**config.mk**
```make
export PLATFORM = sky130hd
export DESIGN_NAME = tdhb_divider
export DESIGN_NICKNAME = d
export VERILOG_FILES = /design/src/rtl/core/tdhb_pkg.sv /design/src/rtl/core/tdhb_divider.sv
export SDC_FILE = /design/constraint.sdc
export NUM_CORES = 1
export LEC_CHECK = 0
export BUFFER_PORTS_ARGS = -buffer_cell sky130_fd_sc_hd__buf_2
export CORE_MARGIN = 3
export CORE_UTILIZATION = 50
export CTS_CLUSTER_DIAMETER = 40
export CTS_CLUSTER_SIZE = 40
export DETAILED_ROUTE_END_ITERATION = 10
export GPL_TIMING_DRIVEN = 0
export PLACE_DENSITY_LB_ADDON = 0.05
export SLEW_MARGIN = 20
export SYNTH_ARGS = -nofsm -noshare
export SYNTH_HDL_FRONTEND = slang
export SYNTH_SLANG_ARGS = --single-unit
export TNS_END_PERCENT = 5
```
**constraint.sdc**
```tcl
create_clock -name clk_i -period 5.7 [get_ports clk_i]
set_input_delay 1.71 -clock clk_i [delete_from_list [all_inputs] [get_ports clk_i]]
set_output_delay 1.71 -clock clk_i [all_outputs]
set_load 0.03 [all_outputs]
```
**src/rtl/core/tdhb_pkg.sv**
```systemverilog
// Package with constants and types shared by the two-dimensional histogram binner.
`timescale 1ns / 1ps
package tdhb_pkg;
  localparam int MaxXBins = 64;
  localparam int MaxYBins = 64;
  localparam int CountWidth = 32;
  localparam int Depth = MaxXBins * MaxYBins;
  localparam int AddrWidth = $clog2(Depth);
  localparam int XbWidth = $clog2(MaxXBins);
  localparam int YbWidth = $clog2(MaxYBins);
  localparam int DivWidth = 33;
  localparam int CfgWidth = 32;

  typedef enum logic [1:0] {
    StCounted = 2'd0,
    StNull    = 2'd1,
    StRange   = 2'd2,
    StRead    = 2'd3
  } status_e;

  typedef enum logic [2:0] {
    CfgXLower = 3'd0,
    CfgXWidth = 3'd1,
    CfgXBins  = 3'd2,
    CfgYLower = 3'd3,
    CfgYWidth = 3'd4,
    CfgYBins  = 3'd5
  } cfg_idx_e;

  typedef enum logic [2:0] {
    SIdle,
    SDiv,
    SIndex,
    SRead,
    SWrite
  } fsm_e;
endpackage

```
**src/rtl/core/tdhb_divider.sv**
```systemverilog
// Restoring divider that produces one quotient bit per cycle.
`timescale 1ns / 1ps
module tdhb_divider (
  input  logic                          clk_i,
  input  logic                          rst_ni,
  input  logic                          start_i,
  input  logic [tdhb_pkg::DivWidth-1:0] dividend_i,
  input  logic [30:0]                   divisor_i,
  output logic                          done_o,
  output logic [tdhb_pkg::DivWidth-1:0] quotient_o
);
  import tdhb_pkg::*;

  logic [DivWidth-1:0] quot_q, quot_d;
  logic [31:0]         rem_q, rem_d;
  logic [5:0]          cnt_q, cnt_d;
  logic                busy_q, busy_d;
  logic [32:0]         trial;

  always_comb begin
    quot_d = quot_q;
    rem_d  = rem_q;
    cnt_d  = cnt_q;
    busy_d = busy_q;
    trial  = {rem_q, quot_q[DivWidth-1]} - {2'b00, divisor_i};
    if (start_i) begin
      quot_d = dividend_i;
      rem_d  = '0;
      cnt_d  = 6'(DivWidth);
      busy_d = 1'b1;
    end else if (busy_q) begin
      if (!trial[32]) begin
        rem_d = trial[31:0];
        quot_d = {quot_q[DivWidth-2:0], 1'b1};
      end else begin
        rem_d = {rem_q[30:0], quot_q[DivWidth-1]};
        quot_d = {quot_q[DivWidth-2:0], 1'b0};
      end
      cnt_d = cnt_q - 6'd1;
      if (cnt_q == 6'd1) begin
        busy_d = 1'b0;
      end
    end
  end

  always_ff @(posedge clk_i or negedge rst_ni) begin
    if (!rst_ni) begin
      busy_q <= 1'b0;
      cnt_q  <= '0;
    end else begin
      busy_q <= busy_d;
      cnt_q  <= cnt_d;
    end
  end

  always_ff @(posedge clk_i) begin
    quot_q <= quot_d;
    rem_q  <= rem_d;
  end

  assign done_o     = busy_q && (cnt_q == 6'd1);
  assign quotient_o = quot_d;
endmodule

```
==> flow_summary.toml <==
[sta]
finalHoldViolCount = 0
fin_crit_sh = 1.026
maxSlewHeadroom = 0.5469
setup_viol = 1
layout_min_cycle_time_ns = 5.848
rsz0062_at_grt = "yes"
setup_tns_ns = -0.1483
clock.fmax_mhz = 171.0
setup_ws_ns = -0.1483
worst_pin_slew_ns = 0.6796
clock_skew_ns = 0.005634
drv_slew = 0

[synthesis]
synth_top_area_frac = 0.2688
yosysWarnings = 0
netlist_top_cells_count = "dfxtp_1 (65), nand2_1 (64), mux2i_1 (61)"
syn_area_per_cell_um2 = 8.275
synthCells = 585
synth_area_leaders = "dfxtp_1 (27%), mux2i_1 (13%), ha_1 (8.5%), o21ai_0 (5.2%), nand2_1 (5.0%)"
synthArstFlopShare = 0.09722
ys_types = 60
synth.largest_area_cell = "dfxtp_1"
syn-num-nets = 686
yosysMostFrequentCell = "dfxtp_1"
synth_area_um2 = 4841
seq_area_frac_synth = 0.3050
synth_edf_count = 0
ys_dominant_reg_cell = "dfxtp_1"
synth-seq-cells = 72

[global_routing]
grt_max_degree = 13
antenna_found_initial = 0
grt-ovfl-total = 0
grt_first_pass_wirelength_um = 20180
grt_usage = 0.2231
grt_pass1_vias = 4368

[floorplan]
die_area_um2 = 10900
die_w_um = 104.4
start_util = 0.5190
coreArea_um2 = 9328
boundaryPins = 101
rows = 35
dieHeight_um = 104.4

[clock_tree]
clk_path_buf_depth = 2
clk_pin_slew_ns = 0.08
cts_root_buf = "clkbuf_8"
numCtsBuffers = 9
cts_sinks = 72
htreeDepth = 3
clk_latency_ns = 0.35
tritoncts = "done"
hold_buffers = 0

[layout]
diodes = 0
post-route-util = 0.6266
fin_area_um2 = 5844
nets = 802
area_delta_synth_final_pct = 20.73
fin_cells = 834
multi_input_area_um2 = 3124
layout-drive-gt1-share = 0.2014
nFillCells = 879
seqCellArea_um2 = 1476

[placement]
numPortBuffers = 99
gp_congestion = 0.8503
dp_hpwl_um = 9077
dp.cells = 813
place_ws_ns = -0.6879
dpl_cell_area_um2 = 5514

[pwr]
vdd_drop_max_mv = 0.2428
powerDensity_nw_per_um2 = 443.6
p_leak_nw = 2.956

[drt]
drc = 0
post_drt_via_cell_ratio = 5.418
vias = 4519
postRouteAntennaNets = 0
first_pass_iters = 7
routedWlPerCell_um = 14.32
drt-initial-drc-count = 174
wirelength_um = 11940

[hold_path]
hold_class = "reg2reg"

[status]
status = "complete, but fails checks"
violations = "setup timing"

[critical_path]
path_class = "in2out"
cp.required_ns = 3.99
cp.arrival_ns = 4.14
crit_fanout = 3
critPathCaptureType = "output port"
crit_path_start_kind = "input pin"

[flow_run]
max_cap_viol_count = 0
==> path summary, 6_finish.rpt <==
path	from	slack [ns]	end	cells after the start
max in group asynchronous	rst_ni	4.38	cnt_q[0]	1
min	rem_q[5]	0.50	rem_q[5]	2
min in group asynchronous	rst_ni	1.17	cnt_q[3]	1
max	divisor_i[0]	-0.15	quotient_o[0]	14
max reg2reg	quot_q[32]	2.48	rem_q[26]	15
min reg2reg	rem_q[5]	0.50	rem_q[5]	2
==> state kept, by name (all words and copies together) (netlist names) <==
name / cells
quot_q: 33
busy_q: 1
cnt_q: 6
rem_q: 32
==> cells in the final DEF (no fill, tap or decap), drive strengths merged, types with 6 or more instances in the layout <==
cell type and count:
nand3 13, a211oi 31, a21oi 29, dfrtp 7, dfxtp 65, a21o 7
nor3 6, xor2 14, mux2i 61, nand2 64, xnor2 19, ha 33
o21ai 51, inv 43, nor2 50, clkbuf 30, buf 115
==> metal layers <==
metal  global-route usage  part of all wire  up-vias
li1                     -                 -     2309
met1               0.2829              0.45     2094
met2               0.3759              0.48      102
met3              0.06518             0.060       14
met4              0.04653             0.010        0
met5                    0                 0        -
==> cells by family after synthesis <==
logic type / Yosys count / synth area share
multiplexers: 62 / 0.1285
flip-flops: 72 / 0.3050
AND/OR/NAND/NOR: 159 / 0.1458
buffers and inverters: 72 / 0.06203
adder cells (fa/ha/maj): 34 / 0.08943
AO/OA/AOI/OAI: 153 / 0.2057
XOR/XNOR: 33 / 0.06358
==> layout make-up <==
cell class                 count  area share
buffer                        27     0.02119
clock inverter                 4     0.01327
timing repair buffer         107     0.09720
multi-input combinational    441      0.5346
inverter                      43     0.02762
sequential                    72      0.2526
clock buffer                  11     0.02590
tap                          129     0.02762
==> report_power, final <==
part           switching [mW]  internal [mW]
combinational           0.766          0.629
sequential             0.0964          0.633
clock                   0.199          0.270
==> stage by stage <==
step | hold slack, ns | power, mW
after floorplan | 0.4712 | 1.801
after global placement | 0.4890 | 2.053
after detailed placement | 0.4961 | 2.083
after CTS | 0.5070 | 2.610
after global routing | 0.5264 | 2.794
final | 0.5047 | 2.592
==> critical path: stages <==
cell	delay, ns
buf_6	0.07
ha_4	0.12
inv_2	0.04
fa_2	0.33
a21o_1	0.21
a221oi_4	0.29
or3_4	0.19
nand3_2	0.08
a41o_4	0.25
a21oi_4	0.22
xnor2_4	0.16
mux2i_2	0.11
o21ai_2	0.19
buf_6	0.16
==> timing repair <==
action                                  in CTS  in global routing
endpoints found under the setup margin       1                  1
resized for setup                            9                  1
buffers inserted                             6                  2
pin swaps                                    8                  8
Note: power is estimated with default switching activity, not from simulation.
